File: src/rtl/hal_pkg.sv
`timescale 1ns / 1ps
// ----------------------------------------------------------------------------
// hal_pkg
// Shared types and constants of the hashed allocation leak tracker.
// ----------------------------------------------------------------------------
package hal_pkg;

    localparam int ADDR_W    = 64;
    localparam int SIZE_W    = 32;
    localparam int HASH_W    = 32;
    localparam int OUT_IDX_W = 16;

    localparam logic [HASH_W-1:0] HASH_MULT = 32'd2654435761;

    typedef enum logic [1:0] {
        OP_ALLOC = 2'd0,
        OP_FREE  = 2'd1,
        OP_CHECK = 2'd2
    } t_op;

    typedef enum logic [2:0] {
        ST_CLEAR,
        ST_IDLE,
        ST_HASH,
        ST_READ,
        ST_CALC,
        ST_WRITE
    } t_state;

    typedef enum logic [3:0] {
        H_IDLE,
        H_MUL_LO,
        H_MUL_HI,
        H_FOLD,
        H_MIX,
        H_QUOT,
        H_BACK,
        H_FIX,
        H_DONE
    } t_hash_state;

endpackage

File: src/rtl/hal_hash.sv
`timescale 1ns / 1ps
// ----------------------------------------------------------------------------
// hal_hash
// Bucket hash: one shared 32x32 multiplier for the three hash products, then
// a reciprocal quotient estimate, its back-multiply and one correcting step.
// ----------------------------------------------------------------------------
module hal_hash #(
    parameter int BUCKETS = 65521,
    parameter int IDX_W   = 16
) (
    input  logic                        i_clk,
    input  logic                        i_rst_n,
    input  logic                        i_start,
    input  logic [hal_pkg::ADDR_W-1:0]  i_addr,
    input  logic [hal_pkg::SIZE_W-1:0]  i_size,
    output logic                        o_done,
    output logic [IDX_W-1:0]            o_idx
);

    // floor(2^32 / BUCKETS) never overestimates the quotient and misses it by
    // at most one, so a single compare and subtract finishes the remainder.
    localparam logic [31:0] RECIP = 32'(64'h1_0000_0000 / 64'(BUCKETS));

    hal_pkg::t_hash_state r_state, n_state;

    logic [hal_pkg::ADDR_W-1:0] r_addr;
    logic [hal_pkg::SIZE_W-1:0] r_size;
    logic [63:0]                r_prod, n_prod;
    logic [63:0]                r_p_lo, n_p_lo;
    logic [hal_pkg::HASH_W-1:0] r_v, n_v;
    logic [IDX_W-1:0]           r_rem, n_rem;

    logic [31:0]     w_mul_a;
    logic [31:0]     w_mul_b;
    logic [63:0]     w_mul_p;
    logic [31:0]     w_rem_est;
    logic [31:0]     w_rem_sub;
    logic            w_ge;

    assign w_mul_p   = 64'(w_mul_a) * 64'(w_mul_b);
    assign w_rem_est = r_v - r_prod[31:0];
    assign w_ge      = (w_rem_est >= 32'(BUCKETS));
    assign w_rem_sub = w_rem_est - 32'(BUCKETS);

    always_comb begin
        n_state = r_state;
        case (r_state)
            hal_pkg::H_IDLE: begin
                if (i_start) begin
                    n_state = hal_pkg::H_MUL_LO;
                end
            end
            hal_pkg::H_MUL_LO: n_state = hal_pkg::H_MUL_HI;
            hal_pkg::H_MUL_HI: n_state = hal_pkg::H_FOLD;
            hal_pkg::H_FOLD:   n_state = hal_pkg::H_MIX;
            hal_pkg::H_MIX:    n_state = hal_pkg::H_QUOT;
            hal_pkg::H_QUOT:   n_state = hal_pkg::H_BACK;
            hal_pkg::H_BACK:   n_state = hal_pkg::H_FIX;
            hal_pkg::H_FIX:    n_state = hal_pkg::H_DONE;
            hal_pkg::H_DONE:   n_state = hal_pkg::H_IDLE;
            default:           n_state = hal_pkg::H_IDLE;
        endcase
    end

    always_comb begin
        w_mul_a = '0;
        w_mul_b = '0;
        n_prod  = r_prod;
        n_p_lo  = r_p_lo;
        n_v     = r_v;
        n_rem   = r_rem;
        o_done  = 1'b0;
        case (r_state)
            hal_pkg::H_MUL_LO: begin
                w_mul_a = r_addr[31:0];
                w_mul_b = r_size;
                n_prod  = w_mul_p;
            end
            hal_pkg::H_MUL_HI: begin
                w_mul_a = r_addr[63:32];
                w_mul_b = r_size;
                n_p_lo  = r_prod;
                n_prod  = w_mul_p;
            end
            hal_pkg::H_FOLD: begin
                // Only the low half of the upper cross product reaches bit 63.
                n_v = r_p_lo[31:0] ^ (r_p_lo[63:32] + r_prod[31:0]);
            end
            hal_pkg::H_MIX: begin
                w_mul_a = r_v;
                w_mul_b = hal_pkg::HASH_MULT;
                n_prod  = w_mul_p;
            end
            hal_pkg::H_QUOT: begin
                // Keep the mixed hash for the final subtract.
                n_v     = r_prod[31:0];
                w_mul_a = r_prod[31:0];
                w_mul_b = RECIP;
                n_prod  = w_mul_p;
            end
            hal_pkg::H_BACK: begin
                w_mul_a = r_prod[63:32];
                w_mul_b = 32'(BUCKETS);
                n_prod  = w_mul_p;
            end
            hal_pkg::H_FIX: begin
                n_rem = w_ge ? w_rem_sub[IDX_W-1:0] : w_rem_est[IDX_W-1:0];
            end
            hal_pkg::H_DONE: begin
                o_done = 1'b1;
            end
            default: begin
                o_done = 1'b0;
            end
        endcase
    end

    always_ff @(posedge i_clk) begin
        if (!i_rst_n) begin
            r_state <= hal_pkg::H_IDLE;
        end else begin
            r_state <= n_state;
        end
    end

    always_ff @(posedge i_clk) begin
        if (r_state == hal_pkg::H_IDLE && i_start) begin
            r_addr <= i_addr;
            r_size <= i_size;
        end
        r_prod <= n_prod;
        r_p_lo <= n_p_lo;
        r_v    <= n_v;
        r_rem  <= n_rem;
    end

    assign o_idx = r_rem;

endmodule

File: config.mk
export PLATFORM = sky130hd
export DESIGN_NAME = hal_hash
export DESIGN_NICKNAME = d
export VERILOG_FILES = /design/src/rtl/hal_pkg.sv /design/src/rtl/hal_hash.sv
export SDC_FILE = /design/constraint.sdc
export NUM_CORES = 2
export LEC_CHECK = 0
export BUFFER_PORTS_ARGS = -buffer_cell sky130_fd_sc_hd__buf_2
export CAP_MARGIN = 20
export CORE_MARGIN = 4
export CORE_UTILIZATION = 65
export DETAILED_ROUTE_END_ITERATION = 12
export HOLD_SLACK_MARGIN = 0.05
export PLACE_DENSITY = 0.82
export RECOVER_POWER = 100
export SETUP_SLACK_MARGIN = 0.2
export SKIP_CTS_REPAIR_TIMING = 1
export SLEW_MARGIN = 30
export SYNTH_ARGS = -nofsm -noshare
export SYNTH_HDL_FRONTEND = slang
export SYNTH_SLANG_ARGS = --single-unit
export TNS_END_PERCENT = 100
File: constraint.sdc
create_clock -name i_clk -period 16.6 [get_ports i_clk]
set_input_delay 1.66 -clock i_clk [delete_from_list [all_inputs] [get_ports i_clk]]
set_output_delay 1.66 -clock i_clk [all_outputs]
set_load 0.02 [all_outputs]
Word-level counts from Yosys, hierarchy flattened
Cells that the tools add are included.
{"block": "totals", "rom_bits": 0, "ramBits": 0, "ff_bits": 276, "word_cells": 34, "out_inout_bits": 17, "latch_bits": 0, "in_bits": 99, "mem_count": 0}
{"block": "classes", "div_mod_pow": 0, "n_shift": 0, "n_mul": 1, "eq_ne": 9, "n_lt_le_gt_ge": 1, "bitwise": 1, "muxes": 7, "n_reduce_logical": 5, "addsub": 3}
{"op": "one-hot mux 32 bit (5 select lines)", "count": 1}
{"op": "one-hot mux 32 bit (4 select lines)", "count": 1}
{"op": "multiplier 32 x 32 -> 64 bit", "count": 1}
{"op": "one-hot mux 32 bit (2 select lines)", "count": 1}
{"op": "adder 32 bit", "count": 1}
{"op": ">= comparator 32 x 16 -> 1 bit, second input constant", "count": 1}
{"op": "one-hot mux 4 bit (8 select lines)", "count": 1}
{"op": "subtractor 32 bit", "count": 1}
{"op": "XOR 32 bit", "count": 1}
{"op": "== test 4 x 3 -> 1 bit, second input constant", "count": 4}
{"op": "two-way mux 16 bit", "count": 1}
{"op": "subtractor 16 bit, second input constant", "count": 1}
{"op": "== test 4 x 2 -> 1 bit, second input constant", "count": 2}
{"op": "OR reduction 5 bit", "count": 1}
{"op": "== test 4 x 1 -> 1 bit, second input constant", "count": 1}
{"op": "== test 4 bit, second input constant", "count": 1}
{"op": "zero test 4 bit", "count": 1}
{"op": "two-way mux 4 bit", "count": 1}
{"op": "inequality test 2 bit, second input constant", "count": 1}
{"op": "nonzero test 2 bit", "count": 1}
{"op": "OR reduction 2 bit", "count": 1}
{"op": "logical AND 1 bit", "count": 1}
{"op": "two-way mux 1 bit", "count": 1}

Longest topological paths before layout
{"block": "logic_depth", "word_depth": 4, "ltp_mapped": 41, "mapped_depth_nobuf": 35}

Least setup slack after synthesis
Ideal clock, no wire load.
{"block": "synth_timing", "path_kind": "register to register", "from": "reg r_state[1]", "to": "reg r_prod[63] (data pin)", "stages_incl_launch_ff": 28, "required_ns": 16.340, "path_slack_ns": 3.728, "synth_period_minus_slack_ns": 12.872, "arrival_time_ns": 12.612, "setup_ns": 0.260, "path_buffers": 3, "path_cell_list": "dfxtp_1 clkbuf_1 buf_1 nor3_1 a211oi_1 and2_1 clkbuf_1 nand2_1 fa_1 fa_1 inv_1 fa_1 fa_1 fa_1 fa_1 ha_1 a21o_1 a21oi_1 o21bai_1 a221o_1 a2111oi_0 nor3_1 o41ai_2 o21ai_1 a21o_1 a221o_1 a21oi_1 xnor2_1"}
{"block": "synth_between", "elab_chain_cells": 4, "elab_cells_between_ends": 9, "classes_between": "mul (1); eq/ne (5); mux (2); reduce/logical (1)"}
{"item": "start, declared", "line_no": "hal_hash.sv:24", "rtl": "hal_pkg::t_hash_state r_state, n_state;"}
{"item": "start signal, assigned", "line_no": "hal_hash.sv:120", "rtl": "r_state <= hal_pkg::H_IDLE;"}
{"item": "start signal, assigned", "line_no": "hal_hash.sv:122", "rtl": "r_state <= n_state;"}
{"item": "== test 4 x 2 -> 1 bit or == test 4 x 1 -> 1 bit (tied branches)", "line_no": "hal_hash.sv:73", "rtl": "case (r_state)"}
{"item": "OR reduction 2 bit (no source line)"}
{"item": "one-hot mux 32 bit (4 select lines)", "line_no": "hal_hash.sv:73"}
{"item": "multiplier 32 x 32 -> 64 bit (*)", "line_no": "hal_hash.sv:40", "rtl": "assign w_mul_p = 64'(w_mul_a) * 64'(w_mul_b);"}
{"item": "via w_mul_p[63]", "line_no": "hal_hash.sv:35", "rtl": "logic [63:0] w_mul_p;"}
{"item": "end signal, assigned", "line_no": "hal_hash.sv:131", "rtl": "r_prod <= n_prod;"}
{"item": "end, declared", "line_no": "hal_hash.sv:28", "rtl": "logic [63:0] r_prod, n_prod;"}
Mark *: on every way through the listed nets, which the timed path passes. The rest lies on a longest branch.
A chain may end at the register's enable or synchronous reset.

Worst setup path in the final report
{"block": "layout_timing", "from": "reg r_state[2]", "to": "reg r_prod[63] (data pin)"}
The elaborated chain is that of the path after synthesis.

==> flow_metrics.env <==
export IMPL_clock_root_buffer="clkbuf_16"
export IMPL_globalRouteMet1Util=0.520
export IMPL_hold_viol_final=0
export IMPL_synth_simple_area_share=0.139
export IMPL_cap_violations=8
export IMPL_antenna_found_initial=4
export IMPL_worstPathMaxFanout=28
export IMPL_worstSetupEndpointType="register"
export IMPL_fin_util=0.697
export IMPL_layout_drive_gt1_share=0.0564
export IMPL_die_area_mm2=0.0757
export IMPL_met3_usage=0.126
export IMPL_power_density_mw_per_mm2=115
export IMPL_finalCriticalPeriod_ps=13960
export IMPL_core_mm2=0.0704
export IMPL_fmax_mhz=71.6
export IMPL_io_pins=116
export IMPL_yosysUniqueCellTypes=88
export IMPL_muxShareOfSynthArea=0.00318
export IMPL_clk_pin_slew_worst_paths_ps=70
export IMPL_power_frac_clock=0.131
export IMPL_cts_made_buffers=31
export IMPL_max_slew_worst_pin_slew_ps=3890
export IMPL_cp_arrival_ps=14320
export IMPL_die_h_um=275
export IMPL_detail_route_wl_per_cell_um=25.5
export IMPL_netlist_area_mm2=0.0464
export IMPL_synth_xor_area_frac=0.0285
export IMPL_cp_start_kind="register"
export IMPL_firstDrtPassIters=9
export IMPL_crit_type="reg2reg"
export IMPL_ir_worst_vdd_v=0.000118
export IMPL_die_w_um=275
export IMPL_syn_nets=6241
export IMPL_relSlewSlack=-1.60
export IMPL_slew_viol_final=283
export IMPL_synthCells=4917
export IMPL_clkSinkCount=276
export IMPL_cp_slowest_cell="nor2_1"
export IMPL_drc=0
export IMPL_grt_pass1_vias=38200
export IMPL_ant_nets=0
export IMPL_grt_pass1_wl_mm=227
export IMPL_clock_skew_ps=29.4
export IMPL_status="finished with violations"
export IMPL_rows=97
export IMPL_synth_edf_count=272
export IMPL_grtUsageMet2=0.609
export IMPL_ys_async_sr_fraction=0
export IMPL_cellLeakagePower_nw=23.1
export IMPL_fin_nets=6248
export IMPL_drt_iter0_markers=4529
export IMPL_routed_via_density=6.30
export IMPL_start_util=0.659
export IMPL_avgSynthCellArea_um2=9.43
export IMPL_hold_path_class="reg2reg"
export IMPL_finalCritPeriodShare=0.841
export IMPL_crit_top_cell="fa_1"
export IMPL_fillers=5297
export IMPL_synth_area_top_cells="fa_1, edfxtp_1, ha_1, inv_1, nor2_1"
export IMPL_clock_latency_ps=640
export IMPL_synth_compound_area_frac=0.0812
export IMPL_critPathMaxStageDelay_ps=1660
export IMPL_cts_tree="yes"
export IMPL_portBuffers=115
export IMPL_p_sw_frac=0.507
export IMPL_dp_hpwl_mm=115
export IMPL_yosysSeqAreaShare=0.178
export IMPL_synth_seq_cells=276
export IMPL_layoutNonFillerInstCount=5893
export IMPL_clk_path_buf_depth=3
export IMPL_fin_setup_tns_ps=0
export IMPL_crit_required_ps=16960
export IMPL_violations="capacitance limit, slew limit"
export IMPL_place_gp_congestion=1.07
export IMPL_p_comb_frac=0.666
export IMPL_yosysTopAreaCell="fa_1"
export IMPL_seq_power_share=0.203
export IMPL_synth_warnings=0
export IMPL_grt_total_usage=0.405
export IMPL_syn_to_final_growth_pct=5.81
export IMPL_synth_top_family_by_area="adder cells"
export IMPL_htreeDepth=1
export IMPL_p_int_w=0.00279
export IMPL_dp_cells=5831
export IMPL_busiest_layer="met2"
export IMPL_synth_top_cell_area_share=0.388
export IMPL_drt_total_wl_mm=150
export IMPL_p_sw_w=0.00287
export IMPL_setup_violations=0
export IMPL_synthAdderAreaFrac=0.476
export IMPL_vias=37100
export IMPL_grt_max_degree=72
export IMPL_synth_flop_cell="edfxtp_1"
export IMPL_rsz0062_at_grt="no"
export IMPL_overflow=0
[stage by stage]
step                      worst slack [ps]  area (um^2)  power, W  hold slack (ps)
after detailed placement              5160        48100   0.00478              437
after global routing                  2290        49000   0.00599              466
final                                 2640        49100   0.00566              457
after floorplan                       3730        46400   0.00362              426
after global placement                5330        48100   0.00470              434
after CTS                             5100        49200   0.00555              452
[flip-flops by register name, summed over array words and instances (netlist names)]
name,cells
r_addr,64
r_p_lo,64
r_prod,64
r_size,32
r_v,32
o_idx,16
r_state,4
[cell type report]
| class | count | area (um^2) | share of cell area |
|---|---|---|---|
| Antenna cell | 5 | 12.5 | 0.000255 |
| Clock buffer | 36 | 795 | 0.0162 |
| Sequential cell | 276 | 8250 | 0.168 |
| Tap cell | 940 | 1180 | 0.0240 |
| Multi-Input combinational cell | 3488 | 33900 | 0.690 |
| Inverter | 911 | 3420 | 0.0697 |
| Timing Repair Buffer | 216 | 1260 | 0.0257 |
| Clock inverter | 21 | 278 | 0.00566 |
[synthesized netlist by cell type, drive strengths merged (31+ instances only)]
master,n
a22oi,59
fa,898
inv,911
xnor2,113
a21o,96
a21oi,164
nor2,701
o21a,31
nand2,564
xor2,38
and3,37
ha,327
nand3,64
edfxtp,272
clkbuf,216
o21ai,77
[placed cells by master, fill, tap and decap left out, types with 8 or more instances in the layout]
cell	count
a21oi_4	9
o21ai_1	9
or3_1	8
a21o_1	96
a211oi_1	18
clkbuf_1	43
nor2b_1	22
clkbuf_16	31
o211ai_1	9
and3_1	37
a22oi_1	59
nor3_1	27
buf_2	88
and2_1	13
o21bai_1	24
nand2_1	564
fa_1	898
inv_1	910
nor2_1	701
ha_1	327
a21oi_1	146
a31oi_1	14
xnor2_1	113
edfxtp_1	272
o21a_1	31
or2_2	10
buf_4	90
nand2b_1	17
xor2_1	38
nand3_1	63
nor3b_1	8
o21ai_0	66
mux2i_1	11
a21oi_2	9
nand4_1	23
[power by group through the flow]
stage          sequential, W  combinational (W)  clock (W)
3_5_place_dp         0.00115            0.00364          0
2_1_floorplan        0.00108            0.00255          0
5_1_grt              0.00115            0.00407   0.000770
4_1_cts              0.00113            0.00367   0.000745
6_report             0.00115            0.00377   0.000743
3_3_place_gp         0.00114            0.00356          0
[path summary, 6_finish.rpt]
kind,start,endpoint,slack [ps],cells after the start
hold reg to reg,r_prod[46],r_p_lo[46],460,0
setup / recovery,r_state[2],r_prod[63],2640,31
setup reg to reg,r_state[2],r_prod[63],2640,31
hold / removal,r_prod[46],r_p_lo[46],460,0
[logic make-up after synthesis]
group	Yosys count
AOI/OAI and AO/OA	562
and+or+nand+nor	1536
muxes	14
buffers and inverters	1153
xor gates and xnor gates	151
adders and majority gates	1225
DFF	276
[per-layer routing]
metal	vias up	wire (um)
li1	15400	-
met1	18200	51300
met5	-	40
met3	688	22000
met2	2841	64200
met4	2	12700
[critical path, delay by kind of cell, from the launching register on]
kind	cells	cell delay (ps)
flip-flops	1	570
buffers and inverters	6	1890
XOR/XNOR	1	90
AO/OA/AOI/OAI	8	3360
AND/OR/NAND/NOR	7	3460
adder cells (fa/ha/maj)	9	4290
Note: power is estimated with default switching activity, not from simulation.
